## src/rtl/dns_question_name_encoder_defines.svh

```systemverilog
// assertion macros shared by the encoder modules
`ifndef DNS_QUESTION_NAME_ENCODER_DEFINES_SVH
`define DNS_QUESTION_NAME_ENCODER_DEFINES_SVH

// same-cycle implication, checked outside reset
`define DQNE_ASSERT_IMP(lbl, ante, cons, msg) \
	lbl: assert property (@(posedge clk) disable iff (!arst_n) (ante) |-> (cons)) \
		else $error(msg);

// next-cycle implication, checked outside reset
`define DQNE_ASSERT_NEXT(lbl, ante, cons, msg) \
	lbl: assert property (@(posedge clk) disable iff (!arst_n) (ante) |=> (cons)) \
		else $error(msg);

`endif

```

## src/rtl/dqne_pkg.sv

```systemverilog
// types and constants of the dns question name encoder
package dqne_pkg;

	localparam int DEF_MAX_NAME_BYTES  = 255;
	localparam int DEF_MAX_LABEL_BYTES = 63;

	localparam logic [7:0] DOT_CHAR = 8'h2E;

	localparam int CFG_INDEX_W = 2;
	localparam int CFG_DATA_W  = 16;
	localparam logic [CFG_INDEX_W-1:0] CFG_QUERY_TYPE  = 2'd0;
	localparam logic [CFG_INDEX_W-1:0] CFG_QUERY_CLASS = 2'd1;
	localparam logic [CFG_DATA_W-1:0]  QUERY_TYPE_RESET  = 16'd1;
	localparam logic [CFG_DATA_W-1:0]  QUERY_CLASS_RESET = 16'd1;

	localparam logic [1:0] ST_OK         = 2'd0;
	localparam logic [1:0] ST_LABEL_LONG = 2'd1;
	localparam logic [1:0] ST_NAME_LONG  = 2'd2;

	typedef logic [1:0] kind_t;
	localparam kind_t KIND_SINGLE    = 2'd0;
	localparam kind_t KIND_ERROR     = 2'd1;
	localparam kind_t KIND_END_EMPTY = 2'd2;
	localparam kind_t KIND_END_FULL  = 2'd3;

	typedef struct packed {
		kind_t      kind;
		logic [8:0] base;
		logic [7:0] slot;
		logic [7:0] value;
	} cmd_t;

	localparam int QUEUE_DEPTH = 4;
	localparam int QUEUE_PTR_W = $clog2(QUEUE_DEPTH);
	localparam int QUEUE_CNT_W = $clog2(QUEUE_DEPTH + 1);

endpackage

```

## src/rtl/dqne_if.sv

```systemverilog
// valid/ready channel interfaces for name bytes and wire writes
interface dqne_name_if;
	logic       valid;
	logic       ready;
	logic [7:0] name_byte;
	logic       end_of_name;

	modport source (output valid, output name_byte, output end_of_name, input ready);
	modport sink (input valid, input name_byte, input end_of_name, output ready);
endinterface

interface dqne_wire_if;
	logic       valid;
	logic       ready;
	logic [8:0] write_offset;
	logic [7:0] write_value;
	logic [1:0] status;
	logic       last;

	modport source (output valid, output write_offset, output write_value,
		output status, output last, input ready);
	modport sink (input valid, input write_offset, input write_value,
		input status, input last, output ready);
endinterface

```

## src/rtl/dqne_front.sv

```systemverilog
// front end: tracks label and name position, classifies each word into a command
module dqne_front #(
	parameter int MAX_NAME_BYTES  = dqne_pkg::DEF_MAX_NAME_BYTES,
	parameter int MAX_LABEL_BYTES = dqne_pkg::DEF_MAX_LABEL_BYTES
) (
	input  logic               clk,
	input  logic               arst_n,
	dqne_name_if.sink          name_in,
	input  logic               full,
	output logic               push,
	output dqne_pkg::cmd_t     push_cmd
);
	import dqne_pkg::*;

	logic [6:0] label_count_q;
	logic [7:0] length_slot_q;
	logic [8:0] write_position_q;
	logic       error_latched_q;

	logic fire;
	logic name_full;
	logic label_over;
	logic is_dot;

	assign name_in.ready = !full;
	assign fire       = name_in.valid && name_in.ready;
	assign name_full  = write_position_q >= 9'(MAX_NAME_BYTES);
	assign label_over = label_count_q > 7'(MAX_LABEL_BYTES);
	assign is_dot     = name_in.name_byte == DOT_CHAR;

	always_comb begin
		push           = 1'b0;
		push_cmd.kind  = KIND_SINGLE;
		push_cmd.base  = write_position_q;
		push_cmd.slot  = length_slot_q;
		push_cmd.value = name_in.name_byte;
		if (fire && !error_latched_q) begin
			push = 1'b1;
			if (name_in.end_of_name) begin
				if (label_count_q == 7'd0) begin
					push_cmd.kind = KIND_END_EMPTY;
					push_cmd.base = {1'b0, length_slot_q};
				end else if (name_full) begin
					push_cmd.kind  = KIND_ERROR;
					push_cmd.value = {6'd0, ST_NAME_LONG};
				end else if (label_over) begin
					push_cmd.kind  = KIND_ERROR;
					push_cmd.value = {6'd0, ST_LABEL_LONG};
				end else begin
					push_cmd.kind  = KIND_END_FULL;
					push_cmd.value = {1'b0, label_count_q};
				end
			end else if (is_dot) begin
				if (label_over) begin
					push_cmd.kind  = KIND_ERROR;
					push_cmd.value = {6'd0, ST_LABEL_LONG};
				end else if (name_full) begin
					push_cmd.kind  = KIND_ERROR;
					push_cmd.value = {6'd0, ST_NAME_LONG};
				end else begin
					push_cmd.base  = {1'b0, length_slot_q};
					push_cmd.value = {1'b0, label_count_q};
				end
			end else if (name_full) begin
				push_cmd.kind  = KIND_ERROR;
				push_cmd.value = {6'd0, ST_NAME_LONG};
			end
		end
	end

	always_ff @(posedge clk or negedge arst_n) begin
		if (!arst_n) begin
			label_count_q    <= 7'd0;
			length_slot_q    <= 8'd0;
			write_position_q <= 9'd1;
			error_latched_q  <= 1'b0;
		end else if (fire) begin
			if (name_in.end_of_name) begin
				if (error_latched_q || label_count_q == 7'd0 || !(name_full || label_over)) begin
					label_count_q    <= 7'd0;
					length_slot_q    <= 8'd0;
					write_position_q <= 9'd1;
					error_latched_q  <= 1'b0;
				end else begin
					error_latched_q <= 1'b1;
				end
			end else if (!error_latched_q) begin
				if (is_dot) begin
					if (label_over || name_full) begin
						error_latched_q <= 1'b1;
					end else begin
						length_slot_q    <= write_position_q[7:0];
						write_position_q <= write_position_q + 9'd1;
						label_count_q    <= 7'd0;
					end
				end else if (name_full) begin
					error_latched_q <= 1'b1;
				end else begin
					write_position_q <= write_position_q + 9'd1;
					if (!label_over) begin
						label_count_q <= label_count_q + 7'd1;
					end
				end
			end
		end
	end

endmodule

```

## src/rtl/dqne_fifo.sv

```systemverilog
// short command queue between front and back end
`include "dns_question_name_encoder_defines.svh"

module dqne_fifo (
	input  logic           clk,
	input  logic           arst_n,
	input  logic           push,
	input  dqne_pkg::cmd_t push_cmd,
	output logic           full,
	input  logic           pop,
	output dqne_pkg::cmd_t head,
	output logic           empty
);
	import dqne_pkg::*;

	cmd_t                   entry_q [QUEUE_DEPTH];
	logic [QUEUE_PTR_W-1:0] wr_ptr_q;
	logic [QUEUE_PTR_W-1:0] rd_ptr_q;
	logic [QUEUE_CNT_W-1:0] count_q;

	assign full  = count_q == QUEUE_CNT_W'(QUEUE_DEPTH);
	assign empty = count_q == '0;
	assign head  = entry_q[rd_ptr_q];

	always_ff @(posedge clk) begin
		if (push) begin
			entry_q[wr_ptr_q] <= push_cmd;
		end
	end

	always_ff @(posedge clk or negedge arst_n) begin
		if (!arst_n) begin
			wr_ptr_q <= '0;
			rd_ptr_q <= '0;
			count_q  <= '0;
		end else begin
			if (push) begin
				wr_ptr_q <= (wr_ptr_q == QUEUE_PTR_W'(QUEUE_DEPTH - 1)) ? '0 : wr_ptr_q + 1'b1;
			end
			if (pop) begin
				rd_ptr_q <= (rd_ptr_q == QUEUE_PTR_W'(QUEUE_DEPTH - 1)) ? '0 : rd_ptr_q + 1'b1;
			end
			if (push && !pop) begin
				count_q <= count_q + 1'b1;
			end else if (pop && !push) begin
				count_q <= count_q - 1'b1;
			end
		end
	end

	`DQNE_ASSERT_IMP(a_no_overflow, push, !full, "push into full queue")
	`DQNE_ASSERT_IMP(a_no_underflow, pop, !empty, "pop from empty queue")
	`DQNE_ASSERT_NEXT(a_push_lands, push && !pop, !empty, "pushed word missing from queue")

endmodule

```

## src/rtl/dqne_back.sv

```systemverilog
// back end: expands queued commands into wire writes, holds type and class
`include "dns_question_name_encoder_defines.svh"

module dqne_back (
	input  logic                               clk,
	input  logic                               arst_n,
	input  logic                               cfg_we,
	input  logic [dqne_pkg::CFG_INDEX_W-1:0]   cfg_index,
	input  logic [dqne_pkg::CFG_DATA_W-1:0]    cfg_data,
	input  dqne_pkg::cmd_t                     head,
	input  logic                               empty,
	output logic                               pop,
	dqne_wire_if.source                        wire_out
);
	import dqne_pkg::*;

	logic [CFG_DATA_W-1:0] query_type_q;
	logic [CFG_DATA_W-1:0] query_class_q;
	logic [2:0]            step_q;

	logic       valid_q;
	logic [8:0] offset_q;
	logic [7:0] value_q;
	logic [1:0] status_q;
	logic       last_q;

	logic       load;
	logic       final_step;
	logic [2:0] t_idx;
	logic [8:0] r_off;
	logic [7:0] r_val;
	logic [1:0] r_st;
	logic       r_last;
	logic [7:0] t_byte;

	always_comb begin
		case (t_idx)
			3'd1:    t_byte = query_type_q[15:8];
			3'd2:    t_byte = query_type_q[7:0];
			3'd3:    t_byte = query_class_q[15:8];
			3'd4:    t_byte = query_class_q[7:0];
			default: t_byte = 8'd0;
		endcase
	end

	always_comb begin
		r_off      = head.base;
		r_val      = 8'd0;
		r_st       = ST_OK;
		r_last     = 1'b0;
		final_step = 1'b0;
		t_idx      = 3'd0;
		case (head.kind)
			KIND_SINGLE: begin
				r_val      = head.value;
				final_step = 1'b1;
			end
			KIND_ERROR: begin
				r_off      = 9'd0;
				r_st       = head.value[1:0];
				r_last     = 1'b1;
				final_step = 1'b1;
			end
			KIND_END_EMPTY: begin
				if (step_q != 3'd0) begin
					t_idx = step_q;
					r_off = head.base + {6'd0, t_idx};
					r_val = t_byte;
					if (step_q == 3'd4) begin
						r_last     = 1'b1;
						final_step = 1'b1;
					end
				end
			end
			KIND_END_FULL: begin
				if (step_q == 3'd1) begin
					r_off = {1'b0, head.slot};
					r_val = head.value;
				end else if (step_q != 3'd0) begin
					t_idx = step_q - 3'd1;
					r_off = head.base + {6'd0, t_idx};
					r_val = t_byte;
					if (step_q == 3'd5) begin
						r_last     = 1'b1;
						final_step = 1'b1;
					end
				end
			end
			default: begin
				final_step = 1'b1;
			end
		endcase
	end

	assign load = !empty && (!valid_q || wire_out.ready);
	assign pop  = load && final_step;

	assign wire_out.valid        = valid_q;
	assign wire_out.write_offset = offset_q;
	assign wire_out.write_value  = value_q;
	assign wire_out.status       = status_q;
	assign wire_out.last         = last_q;

	always_ff @(posedge clk or negedge arst_n) begin
		if (!arst_n) begin
			query_type_q  <= QUERY_TYPE_RESET;
			query_class_q <= QUERY_CLASS_RESET;
		end else if (cfg_we) begin
			case (cfg_index)
				CFG_QUERY_TYPE:  query_type_q  <= cfg_data;
				CFG_QUERY_CLASS: query_class_q <= cfg_data;
				default: begin
				end
			endcase
		end
	end

	always_ff @(posedge clk or negedge arst_n) begin
		if (!arst_n) begin
			valid_q <= 1'b0;
			step_q  <= 3'd0;
		end else begin
			if (load) begin
				valid_q <= 1'b1;
				step_q  <= final_step ? 3'd0 : step_q + 3'd1;
			end else if (wire_out.ready) begin
				valid_q <= 1'b0;
			end
		end
	end

	always_ff @(posedge clk) begin
		if (load) begin
			offset_q <= r_off;
			value_q  <= r_val;
			status_q <= r_st;
			last_q   <= r_last;
		end
	end

	`DQNE_ASSERT_IMP(a_mid_entry_head, step_q != 3'd0, !empty, "command left mid expansion")
	`DQNE_ASSERT_IMP(a_last_ends_cmd, load && r_last, final_step, "last word before command end")
	`DQNE_ASSERT_NEXT(a_stall_holds, valid_q && !wire_out.ready, valid_q && $stable(offset_q) && $stable(value_q), "stalled word changed")

endmodule

```

## src/rtl/dns_question_name_encoder.sv

```systemverilog
// top level of the dns question name encoder
//
// name_in takes one word per cycle while its four-entry command queue has room:
// a name character, or end_of_name to close the name. wire_out gives
// (write_offset, write_value, status, last) words that build the wire question;
// last marks the final word of a name or an error. A character or dot gives one
// word, the terminator five or six words (zero, label length, type and class
// big-endian), an error one word with last set. Bytes after an error and the
// terminator that follows give no word. An accepted word passes the queue,
// then the output register. The back end issues one output word per cycle
// while wire_out is ready, so a terminator holds the output for its five or six
// words while the front keeps filling the queue. When wire_out stalls the
// output register holds and the queue absorbs up to four more commands before
// name_in.ready drops. cfg_we with cfg_index 0 or 1 sets query type or class;
// the user must do so only while idle, which the block does not enforce. Reset
// clears the name state and queue and sets type and class to 1.
module dns_question_name_encoder #(
	parameter int MAX_NAME_BYTES  = dqne_pkg::DEF_MAX_NAME_BYTES,
	parameter int MAX_LABEL_BYTES = dqne_pkg::DEF_MAX_LABEL_BYTES
) (
	input  logic                             clk,
	input  logic                             arst_n,
	dqne_name_if.sink                        name_in,
	dqne_wire_if.source                      wire_out,
	input  logic                             cfg_we,
	input  logic [dqne_pkg::CFG_INDEX_W-1:0] cfg_index,
	input  logic [dqne_pkg::CFG_DATA_W-1:0]  cfg_data
);
	import dqne_pkg::*;

	logic push;
	logic pop;
	logic full;
	logic empty;
	cmd_t push_cmd;
	cmd_t head;

	dqne_front #(
		.MAX_NAME_BYTES  (MAX_NAME_BYTES),
		.MAX_LABEL_BYTES (MAX_LABEL_BYTES)
	) u_front (
		.clk      (clk),
		.arst_n   (arst_n),
		.name_in  (name_in),
		.full     (full),
		.push     (push),
		.push_cmd (push_cmd)
	);

	dqne_fifo u_fifo (
		.clk      (clk),
		.arst_n   (arst_n),
		.push     (push),
		.push_cmd (push_cmd),
		.full     (full),
		.pop      (pop),
		.head     (head),
		.empty    (empty)
	);

	dqne_back u_back (
		.clk       (clk),
		.arst_n    (arst_n),
		.cfg_we    (cfg_we),
		.cfg_index (cfg_index),
		.cfg_data  (cfg_data),
		.head      (head),
		.empty     (empty),
		.pop       (pop),
		.wire_out  (wire_out)
	);

endmodule
```

## src/flat_wrapper.sv

```systemverilog
// flat-port wrapper written by rule: the top's interface ports become plain ports
module dns_question_name_encoder_flat import dqne_pkg::*;
#(
	parameter int MAX_NAME_BYTES  = dqne_pkg::DEF_MAX_NAME_BYTES,
	parameter int MAX_LABEL_BYTES = dqne_pkg::DEF_MAX_LABEL_BYTES
)
  (clk, arst_n, cfg_we, cfg_index, cfg_data, name_in_valid, name_in_name_byte, name_in_end_of_name, name_in_ready, wire_out_valid, wire_out_write_offset, wire_out_write_value, wire_out_status, wire_out_last, wire_out_ready);
  dqne_name_if name_in_i ();
  dqne_wire_if wire_out_i ();
  input  logic clk;
  input  logic arst_n;
  input  logic cfg_we;
  input  logic [dqne_pkg::CFG_INDEX_W-1:0] cfg_index;
  input  logic [dqne_pkg::CFG_DATA_W-1:0] cfg_data;
  input wire logic [$bits(name_in_i.valid)-1:0] name_in_valid;
  input wire logic [$bits(name_in_i.name_byte)-1:0] name_in_name_byte;
  input wire logic [$bits(name_in_i.end_of_name)-1:0] name_in_end_of_name;
  output wire logic [$bits(name_in_i.ready)-1:0] name_in_ready;
  output wire logic [$bits(wire_out_i.valid)-1:0] wire_out_valid;
  output wire logic [$bits(wire_out_i.write_offset)-1:0] wire_out_write_offset;
  output wire logic [$bits(wire_out_i.write_value)-1:0] wire_out_write_value;
  output wire logic [$bits(wire_out_i.status)-1:0] wire_out_status;
  output wire logic [$bits(wire_out_i.last)-1:0] wire_out_last;
  input wire logic [$bits(wire_out_i.ready)-1:0] wire_out_ready;
  assign name_in_i.valid = name_in_valid;
  assign name_in_i.name_byte = name_in_name_byte;
  assign name_in_i.end_of_name = name_in_end_of_name;
  assign name_in_ready = name_in_i.ready;
  assign wire_out_valid = wire_out_i.valid;
  assign wire_out_write_offset = wire_out_i.write_offset;
  assign wire_out_write_value = wire_out_i.write_value;
  assign wire_out_status = wire_out_i.status;
  assign wire_out_last = wire_out_i.last;
  assign wire_out_i.ready = wire_out_ready;
  dns_question_name_encoder #(.MAX_NAME_BYTES(MAX_NAME_BYTES), .MAX_LABEL_BYTES(MAX_LABEL_BYTES)) u_core (.clk(clk), .arst_n(arst_n), .name_in(name_in_i), .wire_out(wire_out_i), .cfg_we(cfg_we), .cfg_index(cfg_index), .cfg_data(cfg_data));
endmodule
```

## config.mk

```make
export PLATFORM = sky130hd
export DESIGN_NAME = dns_question_name_encoder_flat
export DESIGN_NICKNAME = d
export VERILOG_FILES = /design/src/rtl/dqne_pkg.sv /design/src/rtl/dqne_if.sv /design/src/rtl/dqne_front.sv /design/src/rtl/dqne_fifo.sv /design/src/rtl/dqne_back.sv /design/src/rtl/dns_question_name_encoder.sv /design/src/flat_wrapper.sv
export VERILOG_INCLUDE_DIRS = /design/src /design/src/rtl
export SDC_FILE = /design/constraint.sdc
export NUM_CORES = 1
export LEC_CHECK = 0
export ABC_AREA = 0
export BUFFER_PORTS_ARGS = -buffer_cell sky130_fd_sc_hd__clkbuf_2
export CAP_MARGIN = 30
export CORE_MARGIN = 1
export CORE_UTILIZATION = 40
export CTS_CLUSTER_SIZE = 10
export DETAILED_ROUTE_END_ITERATION = 8
export GPL_TIMING_DRIVEN = 1
export PLACE_DENSITY = 0.66
export SETUP_SLACK_MARGIN = 0.4
export SKIP_LAST_GASP = 1
export SLEW_MARGIN = 0
export SYNTH_ARGS = -nofsm -noshare
export SYNTH_HDL_FRONTEND = slang
export SYNTH_SLANG_ARGS = --single-unit
```

## constraint.sdc

```tcl
create_clock -name clk -period 6.2 [get_ports clk]
set_input_delay 1.24 -clock clk [delete_from_list [all_inputs] [get_ports clk]]
set_output_delay 1.24 -clock clk [all_outputs]
set_load 0.02 [all_outputs]
```

==> metrics.csv, run 1 <==
stage,metric,value,unit
timing,fin crit share,53.68,%
timing,Setup-failing EPs final,0,
yosys,synth warn,0,
setup_path,critical path class,register to register,
setup_path,Worst EP required,6.51,ns
layout,Final Instance Area,10430,um2
setup_path,crit path DAT,3.64,ns
yosys,leading area contributor after synthesis,edfxtp_1,
yosys,top area cells in the synthesized netlist,"edfxtp_1 (42%), dfrtp_1 (18%), mux4_2 (6.6%)",
grt,Total GRT Usage,17.55,%
floorplan,Initial Utilization,40.88,%
timing,clock skew,0.01330,ns
clock_tree,Root Buffer,clkbuf_16,
clock_tree,postcts setup bufs,0,
placement,gpl congestion,0.9120,
routing,Vias/cell,5.676,
placement,hpwl dp,13.52,mm
pwr,pwr/cell area,488.1,nW/um2
floorplan,I/O Pins,54,
pwr,LEAKAGE,0.004007,uW
yosys,syn avg cell area,13.77,um2
layout,Filler Cell Count,1984,
routing,Remaining DRCs,0,
grt,global-route wire length before repair,31.95,mm
yosys,Synth Cell Area,9256,um2
timing,"Slew Viols, Final",0,
routing,first-pass iteration count of the detailed router,5,
layout,# diodes,0,
floorplan,area of the die,23750,um2
routing,DRT iter0 DRCs,453,
floorplan,core area,22640,um2
timing,Setup Total Neg Slack,0,ns
yosys,Post-synth EDFFs,128,
placement,Area after DPL,9857,um2
job,number of max-cap violations,0,
placement,Port Buffers,53,
yosys,most common cell in the synthesized netlist,edfxtp_1,
placement,Cells after DPL,998,
timing,Slew HR,38.44,%
min_path,Hold Path Class,register to register,
yosys,Yosys top cell area share,41.52,%
timing,fmax,0.3005,GHz
yosys,Commonest cells post-synth,"edfxtp_1 (128), dfrtp_1 (65), mux2_2 (44), nand2_1 (37)",
routing,final wirelength,19.77,mm
setup_path,FF-to-FF setup slack,2.87,ns
setup_path,Crit Path Max Fanout,24,
layout,final net count,787,
timing,min Tclk post-route,3.328,ns
yosys,"Seq/Total Area, Yosys",59.95,%
pwr,Peak VDD IR,228.2,uV
clock_tree,CTS tree,done,
clock_tree,CTS sink cnt,196,
routing,Routed WL per cell,19.19,um
layout,share of cells above drive strength 1,24.30,%
yosys,"FF+latch count, synth",196,
grt,initial antenna violation count,0,
routing,Antenna Nets Post-Route,0,
clock_tree,H-Tree Depth,4,
run_status,status,completed,
timing,RSZ-0062 raised after global routing,no,
clock_tree,TritonCTS buffer count,17,
timing,PnR worst setup slack,2.872,ns
timing,Final Hold Fails,0,
floorplan,Die H,154.1,um
timing,worst slew pin tran,0.9235,ns
clock_tree,clock transition at the registers of the reported paths,0.07,ns
yosys,Syn Inst Count,672,
grt,total grt overflow,0,
yosys,Synth async-reset ratio,34.69,%
placement,worst slack at placement,2.777,ns
clock_tree,Post-CTS Resized,0,
floorplan,Rows,55,
layout,"Cell Count, Final, Fillers Out",1030,
grt,vias in the first global route,5713,
clock_tree,worst-case clock buffer depth,2,
layout,area grow syn2layout,12.65,%
floorplan,die width,154.1,um
clock_tree,worst skew pair latency,0.43,ns
yosys,syn nets,727,
grt,largest net degree at the start of global routing,69,
yosys,Netlist cell types,71,
clock_tree,number of hold buffers added after cts,0,
setup_path,CP Launch Type,register,
setup_path,crit end category,register,
yosys,top_reg_cell synth,edfxtp_1,
routing,total number of vias,5846,
worst max-delay path: stages, from the launching register on:
cell and delay [ns]:
dfrtp_2 0.56, buf_4 0.48, mux4_2 0.69, o21ai_1 0.26
nand2_1 0.19, ha_1 0.26, inv_1 0.07, fa_1 0.40
mux2_2 0.28
flip-flops by register name, indices dropped and copies added (netlist names):
| name | cells |
|---|---|
| u_core.u_front.label_count_q | 7 |
| u_core.u_front.write_position_q | 9 |
| u_core.u_fifo.count_q | 3 |
| u_core.u_fifo.wr_ptr_q | 2 |
| u_core.u_back.step_q | 3 |
| u_core.u_back.wire_out.last | 1 |
| u_core.u_back.wire_out.valid | 1 |
| u_core.u_back.query_class_q | 16 |
| u_core.u_front.error_latched_q | 1 |
| u_core.u_front.length_slot_q | 8 |
| u_core.u_back.wire_out.write_value | 8 |
| u_core.u_back.wire_out.write_offset | 9 |
| u_core.u_fifo.rd_ptr_q | 2 |
| u_core.u_fifo.entry_q | 108 |
| u_core.u_back.query_type_q | 16 |
| u_core.u_back.wire_out.status | 2 |
final timing paths:
| path | start | to | cells past startpoint |
|---|---|---|---|
| min reg2reg | u_core.u_fifo.count_q[2] | u_core.u_fifo.count_q[2] | 1 |
| min in group asynchronous | arst_n | u_core.u_front.label_count_q[3] | 2 |
| max reg2reg | u_core.u_fifo.rd_ptr_q[0] | u_core.u_fifo.count_q[1] | 8 |
| max in group asynchronous | arst_n | u_core.u_fifo.rd_ptr_q[0] | 2 |
| max | u_core.u_fifo.rd_ptr_q[0] | u_core.u_fifo.count_q[1] | 8 |
| min | u_core.u_fifo.count_q[2] | u_core.u_fifo.count_q[2] | 1 |
placed cells by master (no fill, tap or decap), types with 6 or more instances in the layout:
cell type and count:
a22o_1 21, nand3_1 21, nor2b_1 9, a211oi_1 6, clkbuf_16 17, ha_1 20, buf_4 10, inv_1 22
xnor2_1 8, and2_1 8, clkbuf_2 52, a21oi_1 16, mux2i_1 7, dfrtp_1 64, edfxtp_1 128, nor2_1 35
o21ai_0 35, nand2_1 37, mux2_2 44, mux4_2 27, a21o_1 11, or3_1 6, nand2b_1 8, nor3_1 12
and3_1 7
cell families (layout without fill, tap and decap cells):
| logic type | after synthesis | in the layout | synth area share [%] |
|---|---|---|---|
| flip-flops | 196 | 196 | 59.95 |
| AND/OR/NAND/NOR | 170 | 170 | 9.422 |
| XOR/XNOR | 12 | 12 | 1.135 |
| AO/OA/AOI/OAI | 148 | 148 | 11.27 |
| buffers and inverters | 44 | 117 | 2.041 |
| multiplexers | 79 | 79 | 12.83 |
| adder cells (fa/ha/maj) | 23 | 23 | 3.352 |
through the flow:
| stage | utilization [%] | power [uW] | hold WS (ns) |
|---|---|---|---|
| after floorplan | - | 3463 | 0.4549 |
| after global placement | 43.54 | 4006 | 0.4745 |
| after detailed placement | 43.54 | 4030 | 0.4764 |
| after CTS | 46.06 | 5108 | 0.4914 |
| after global routing | 46.06 | 5403 | 0.5205 |
| final | 46.06 | 5090 | 0.4923 |
power by group:
| group | leakage, uW | internal, uW | switching, uW | total, uW |
|---|---|---|---|---|
| clock network | 0.000283 | 593 | 480 | 1070 |
| logic | 0.00167 | 817 | 1270 | 2090 |
| registers | 0.00206 | 1770 | 163 | 1930 |
cell type report:
class / instances / area [um2] / share of cell area, %
sequential: 196 / 5550 / 53.23
inverter: 22 / 82.58 / 0.7919
clock buffer: 23 / 478.0 / 4.584
timing repair buffer: 63 / 340.3 / 3.264
clock inverter: 9 / 92.59 / 0.8879
multi-input combinational: 432 / 3527 / 33.83
tap: 285 / 356.6 / 3.420
metal layers:
metal / global-route usage [%] / vias up / wire length [um]
met1: 25.10 / 2945 / 9337
li1: - / 2723 / -
met5: 0 / - / 0
met4: 5.000 / 0 / 246
met3: 2.988 / 15 / 796
met2: 27.53 / 163 / 9387
No activity file was read; power rests on OpenSTA's default activity.
==> run 2, diff against run 1 <==
- ABC_AREA: 0 -> 1
- clock period: 6.2 -> 3.5 ns (I/O delays scaled with it)
==> run 2 against run 1 <==
Effect of this change: wire length rose by 13%; worst hold slack lost 0.17 ns; power rose by 78%.
==> metrics.csv, run 2 <==
stage,metric,value,unit
yosys,Netlist cell types,44,
grt,largest net degree at the start of global routing,40,
placement,hpwl dp,15.18,mm
setup_path,Critical Path Max Stage Delay,0.54,ns
layout,final core occ,45.65,%
pwr,pwr/cell area,818.8,nW/um2
yosys,syn avg cell area,9.277,um2
timing,worst slew pin tran,0.9278,ns
routing,first-pass iteration count of the detailed router,5,
setup_path,Worst EP required,3.80,ns
floorplan,Initial Utilization,40.55,%
yosys,Commonest cells post-synth,"nand2_1 (244), edfxtp_1 (128), inv_1 (103), o21ai_0 (97), nand3_1 (88)",
floorplan,die width,158.8,um
grt,global-route wire length before repair,35.96,mm
clock_tree,CTS tree,done,
yosys,Post-synth EDFFs,128,
timing,Setup-failing EPs final,0,
clock_tree,clock transition at the registers of the reported paths,0.08,ns
setup_path,CP dominant cell by count,nand2_1,
routing,Routed WL per cell,15.39,um
floorplan,core area,24250,um2
routing,Antenna Nets Post-Route,0,
yosys,Synth Area in Adders,3.156,%
routing,Vias/cell,5.129,
clock_tree,worst-case clock buffer depth,2,
timing,Final Hold Fails,0,
placement,gpl congestion,0.8732,
job,number of max-cap violations,0,
timing,"Slew Viols, Final",0,
clock_tree,TritonCTS buffer count,17,
clock_tree,number of hold buffers added after cts,0,
yosys,largest family of logic cells by synthesized area,simple AND/OR/NAND/NOR gates,
yosys,leading area contributor after synthesis,edfxtp_1,
clock_tree,Root Buffer,clkbuf_16,
routing,total number of vias,7422,
layout,most frequent cells in the layout,"nand2_1 (244), edfxtp_1 (128), inv_1 (103)",
yosys,Synth async-reset ratio,34.69,%
routing,Remaining DRCs,0,
setup_path,CP top delay family,simple AND/OR/NAND/NOR gates,
setup_path,WP buf/inv,3,
yosys,"Seq/Total Area, Yosys",56.43,%
yosys,simple-gate area share of the yosys netlist,21.94,%
layout,# diodes,0,
floorplan,I/O Pins,54,
grt,initial antenna violation count,1,
layout,largest registers,"u_core.u_fifo.entry_q (108), u_core.u_back.query_class_q (16), u_core.u_back.query_type_q (16)",
yosys,syn nets,1115,
min_path,Hold Path Class,input pin to async pin,
routing,final wirelength,22.27,mm
grt,vias in the first global route,7002,
timing,fin crit share,81.94,%
floorplan,area of the die,25210,um2
yosys,mux share of post-synthesis cell area,0,%
timing,Slew HR,38.00,%
yosys,top area cells in the synthesized netlist,"edfxtp_1 (39%), dfrtp_1 (17%), nand2_1 (9.3%)",
yosys,Synth Area in Compound Gates,10.87,%
layout,most flop-heavy register,u_core.u_fifo.entry_q,
layout,"commonest non-fill, non-tap cell in the layout",nand2_1,
setup_path,Crit Path Max Fanout,22,
grt,total grt overflow,0,
clock_tree,H-Tree Depth,4,
pwr,Peak VDD IR,363.3,uV
yosys,Yosys top cell area share,39.09,%
placement,Port Buffers,53,
yosys,most common cell in the synthesized netlist,nand2_1,
layout,max reg flops,108,
clock_tree,CTS sink cnt,196,
floorplan,Die H,158.8,um
yosys,"FF+latch count, synth",196,
run_status,status,completed,
layout,final net count,1165,
yosys,Synth Cell Area,9833,um2
yosys,synth warn,0,
setup_path,"critical path, cell by cell",buf_4 -> nand2_1 -> nand2_1 -> nand2_1 -> nand2_2 -> inv_2 -> a31oi_1 -> nand2_1 -> nand2_1 -> ha_1 -> inv_1 -> fa_1 -> a21oi_1 -> o21ai_0 -> xor2_1,
setup_path,CP Launch Type,register,
grt,Total GRT Usage,17.94,%
timing,clock skew,0.01364,ns
pwr,LEAKAGE,0.004694,uW
setup_path,critical path class,register to register,
yosys,Synth Area in XOR/XNOR,0.7126,%
setup_path,crit end category,register,
setup_path,critical path's slowest cell,dfrtp_4,
yosys,Syn Inst Count,1060,
setup_path,crit path DAT,3.17,ns
floorplan,Rows,57,
clock_tree,worst skew pair latency,0.44,ns
timing,fmax,0.3487,GHz
timing,min Tclk post-route,2.868,ns
timing,final hold slack,0.3190,ns
yosys,top_reg_cell synth,edfxtp_1,
routing,DRT iter0 DRCs,460,
layout,area grow syn2layout,12.56,%
timing,RSZ-0062 raised after global routing,no,
timing,Setup Total Neg Slack,0,ns
layout,share of cells above drive strength 1,13.80,%
==> run 2: changes by cell type in the layout (fill, tap and decap cells not counted), sizes merged, moves of 28 or more <==
cell   previous run  this run
nand4             5        33
nand2            38       260
o21ai            39       115
mux2             44         0
nor2             35        90
nand3            21        90
inv              27       122
==> run 2: logic make-up (layout without fill, tap and decap cells) <==
family,count (synthesis),count (layout)
simple gates,485,485
flops,196,196
compound gates,193,193
buf+inv,155,218
fa+ha+maj,23,23
xor+xnor,8,8
==> run 2: timing repair <==
| action | 4_1_cts | 5_1_grt |
|---|---|---|
| buffers inserted | 0 | 1 |
| endpoints found under the hold margin | 0 | 0 |
| setup endpoints to repair | 0 | 6 |
| resized for setup | 0 | 4 |
==> run 2: cell type report <==
type                    count  area, um2
clock buffers              18      439.2
multi-input cells         709       3633
clock inverters            14      188.9
fillers                  2287      13180
well taps                 324      405.4
flip-flops and latches    196       5554
inverters                 117      449.2
repair buffers             69      397.9
==> run 2: report_power, final <==
part	total, uW	switching, uW	leakage, uW	internal, uW
sequential	3390	268	0.00207	3120
combinational	3620	2540	0.00233	1090
clock	2050	941	0.000296	1110
==> run 2: path summary, 6_finish.rpt <==
| path | from | slack [ns] | to | depth (start not counted) |
|---|---|---|---|---|
| worst min-delay path | arst_n | 0.32 | u_core.u_front.label_count_q[4] | 1 |
| worst max register to register | u_core.u_fifo.rd_ptr_q[0] | 0.63 | u_core.u_fifo.count_q[2] | 15 |
| max in group asynchronous | arst_n | 2.43 | u_core.u_back.query_type_q[0] | 2 |
| worst max-delay path | u_core.u_fifo.rd_ptr_q[0] | 0.63 | u_core.u_fifo.count_q[2] | 15 |
| worst min register to register | u_core.u_back.query_type_q[11] | 0.49 | u_core.u_back.query_type_q[11] | 2 |
| min in group clk | cfg_data[0] | 0.49 | u_core.u_back.query_class_q[0] | 3 |
==> run 2: stage by stage <==
step	area (um2)	instances	power [uW]	setup slack (ns)
6_report	11070	1447	9063	0.6320
3_5_place_dp	10420	1414	7018	0.4858
4_1_cts	11050	1446	9083	0.4666
5_1_grt	11070	1447	9661	0.4112
3_3_place_gp	10420	1414	6927	0.5889
2_1_floorplan	9839	1060	6026	0.7350
==> run 2: routing by layer <==
layer	track usage [%]	up-vias	part of all wire (%)
met5	0	-	0.058
met2	28.97	177	47
met4	4.325	2	0.77
li1	-	3706	-
met1	24.84	3521	48
met3	3.396	16	4.1
==> run 3, diff against run 2 <==
- clock period: 3.5 -> 2.81 ns (I/O delays scaled with it)
==> run 3 against run 2 <==
Effect of this change: sequential power up 24%; largest cell class unchanged; critical path type unchanged; setup slack worse by 0.30 ns; global-route usage up 0.36 points; highest routed layer is now met4; flip-flop and latch count unchanged; first-iteration DRC count up 15%; clock skew up 0.0037 ns; worst hold slack worse by 0.20 ns; sequential share of layout area down 2.8 points; combinational power up 51%; largest power group unchanged; via count up 3.4%; wire length up 2.8%.
==> metrics.csv, run 3 (same netlist as run 2, synthesis figures left out) <==
stage,metric,value,unit
grt,vias in the first global route,7207,
grt,total grt overflow,0,
placement,hpwl dp,15.16,mm
pwr,Switching Share,40.89,%
clock_tree,TritonCTS buffer count,17,
floorplan,Die H,158.8,um
timing,PnR worst setup slack,0.3299,ns
layout,largest registers,"u_core.u_fifo.entry_q (108), u_core.u_back.query_class_q (16), u_core.u_back.query_type_q (16)",
clock_tree,Root Buffer,clkbuf_16,
routing,DRT iter0 DRCs,527,
placement,worst slack at placement,0.1144,ns
pwr,Sw Pwr,4977,uW
run_status,status,completed,
floorplan,Rows,57,
setup_path,CP Launch Type,register,
floorplan,I/O Pins,54,
pwr,Comb pwr share,45.0,%
setup_path,critical path class,register to register,
timing,min Tclk post-route,2.480,ns
clock_tree,H-Tree Depth,4,
timing,fin crit share,88.26,%
clock_tree,CTS sink cnt,196,
layout,final net count,1213,
timing,Final Hold Fails,0,
routing,Remaining DRCs,0,
layout,Filler Cell Count,2221,
setup_path,crit end category,register,
clock_tree,worst skew pair latency,0.44,ns
layout,# diodes,0,
grt,Total GRT Usage,18.29,%
floorplan,area of the die,25210,um2
placement,Port Buffers,53,
layout,most flop-heavy register,u_core.u_fifo.entry_q,
pwr,LEAKAGE,0.005019,uW
grt,largest net degree at the start of global routing,33,
timing,"Slew Viols, Final",0,
setup_path,crit path DAT,2.78,ns
layout,"commonest non-fill, non-tap cell in the layout",nand2_1,
grt,global-route wire length before repair,36.88,mm
pwr,Internal Power,7193,uW
clock_tree,clock transition at the registers of the reported paths,0.07,ns
floorplan,Initial Utilization,40.55,%
setup_path,Crit Path Max Fanout,5,
min_path,Hold Path Class,input pin to async pin,
routing,Vias/cell,5.132,
timing,clock skew,0.01731,ns
pwr,Peak VDD IR,518.7,uV
layout,most frequent cells in the layout,"nand2_1 (223), edfxtp_1 (128), inv_1 (94)",
timing,Setup Total Neg Slack,0,ns
routing,final wirelength,22.89,mm
pwr,Flop pwr share,34.6,%
layout,share of cells above drive strength 1,22.97,%
clock_tree,number of hold buffers added after cts,0,
pwr,pwr/cell area,1038,nW/um2
floorplan,core area,24250,um2
timing,RSZ-0062 raised after global routing,yes,
clock_tree,CTS tree,done,
placement,gpl congestion,0.8670,
routing,total number of vias,7672,
setup_path,Worst EP required,3.11,ns
floorplan,die width,158.8,um
routing,Routed WL per cell,15.31,um
grt,initial antenna violation count,0,
timing,worst slew pin tran,0.9540,ns
timing,Slew HR,36.24,%
pwr,clock power share,20.4,%
layout,area grow syn2layout,19.28,%
job,number of max-cap violations,0,
timing,fmax,0.4032,GHz
routing,Antenna Nets Post-Route,0,
clock_tree,worst-case clock buffer depth,2,
timing,Setup-failing EPs final,0,
layout,max reg flops,108,
routing,first-pass iteration count of the detailed router,5,
-- run 3: routing by layer --
layer | track usage (%) | wire length [um] | vias to the layer above | share of wire (%)
met5 | 0 | 0 | - | 0
met4 | 5.031 | 338 | 0 | 1.5
met3 | 4.310 | 1259 | 32 | 5.5
met2 | 29.25 | 11110 | 201 | 49
met1 | 24.80 | 10180 | 3631 | 44
li1 | - | - | 3808 | -
-- run 3: area by class of cell --
cell class              instances  area (um2)  area share, %
inverters                     117       462.9          3.947
clock inverters                12       128.9          1.099
multi-input cells             709        3905          33.29
flip-flops and latches        196        5554          47.35
well taps                     324       405.4          3.456
repair buffers                116       788.3          6.721
repair inverters                1       6.256        0.05334
clock buffers                  20       478.0          4.075
-- run 3: worst paths after layout --
path,startpoint,endpoint,slack [ns],cells past startpoint
worst min register to register,u_core.u_back.query_class_q[1],u_core.u_back.query_class_q[1],0.49,2
max in group asynchronous,arst_n,u_core.u_back.query_class_q[0],1.98,2
worst min-delay path,arst_n,u_core.u_back.query_class_q[9],0.12,1
min in group clk,cfg_data[0],u_core.u_back.query_class_q[0],0.37,3
worst max register to register,u_core.u_fifo.rd_ptr_q[0],u_core.u_back.wire_out.write_offset[6],0.33,18
worst max-delay path,u_core.u_fifo.rd_ptr_q[0],u_core.u_back.wire_out.write_offset[6],0.33,18
-- run 3: critical path, stage by stage, from the launching register on --
cell and delay, ns:
dfrtp_2 0.48, buf_6 0.14, nand2_2 0.05, nand3_2 0.06, nand2_2 0.07, inv_4 0.09, ha_4 0.13, inv_2 0.04
fa_2 0.37, inv_2 0.05, nand2_1 0.04, nand2_1 0.09, nand3_2 0.09, nor2_4 0.18, buf_6 0.12, nand4_1 0.07
nand3_1 0.10, nand3_1 0.07, nand3_1 0.09
-- run 3: timing repair --
item	CTS	global route
resized for setup	16	78
setup buffers	13	22
gates cloned	1	0
hold endpoints to repair	0	0
setup endpoints to repair	39	59
pin swaps	7	34
-- run 3: power by group through the flow --
stage	logic [uW]	clock network, uW	registers (uW)
CTS	4860	2540	4200
floorplan	3230	0	4360
finish	5470	2480	4210
global route	6080	2630	4280
global placement	4480	0	4260
detailed placement	4550	0	4270
-- run 3: per-stage QoR --
step                      util, %  hold WS (ns)  power (uW)  std cells  cell area, um2
final                       48.37        0.1223       12170       1495           11730
after detailed placement    43.46        0.4743        8815       1427           10540
after floorplan                 -        0.2664        7589       1060            9894
after CTS                   46.69        0.1369       11590       1473           11320
after global placement      43.46        0.4694        8736       1427           10540
after global routing        48.37        0.1647       12990       1495           11730
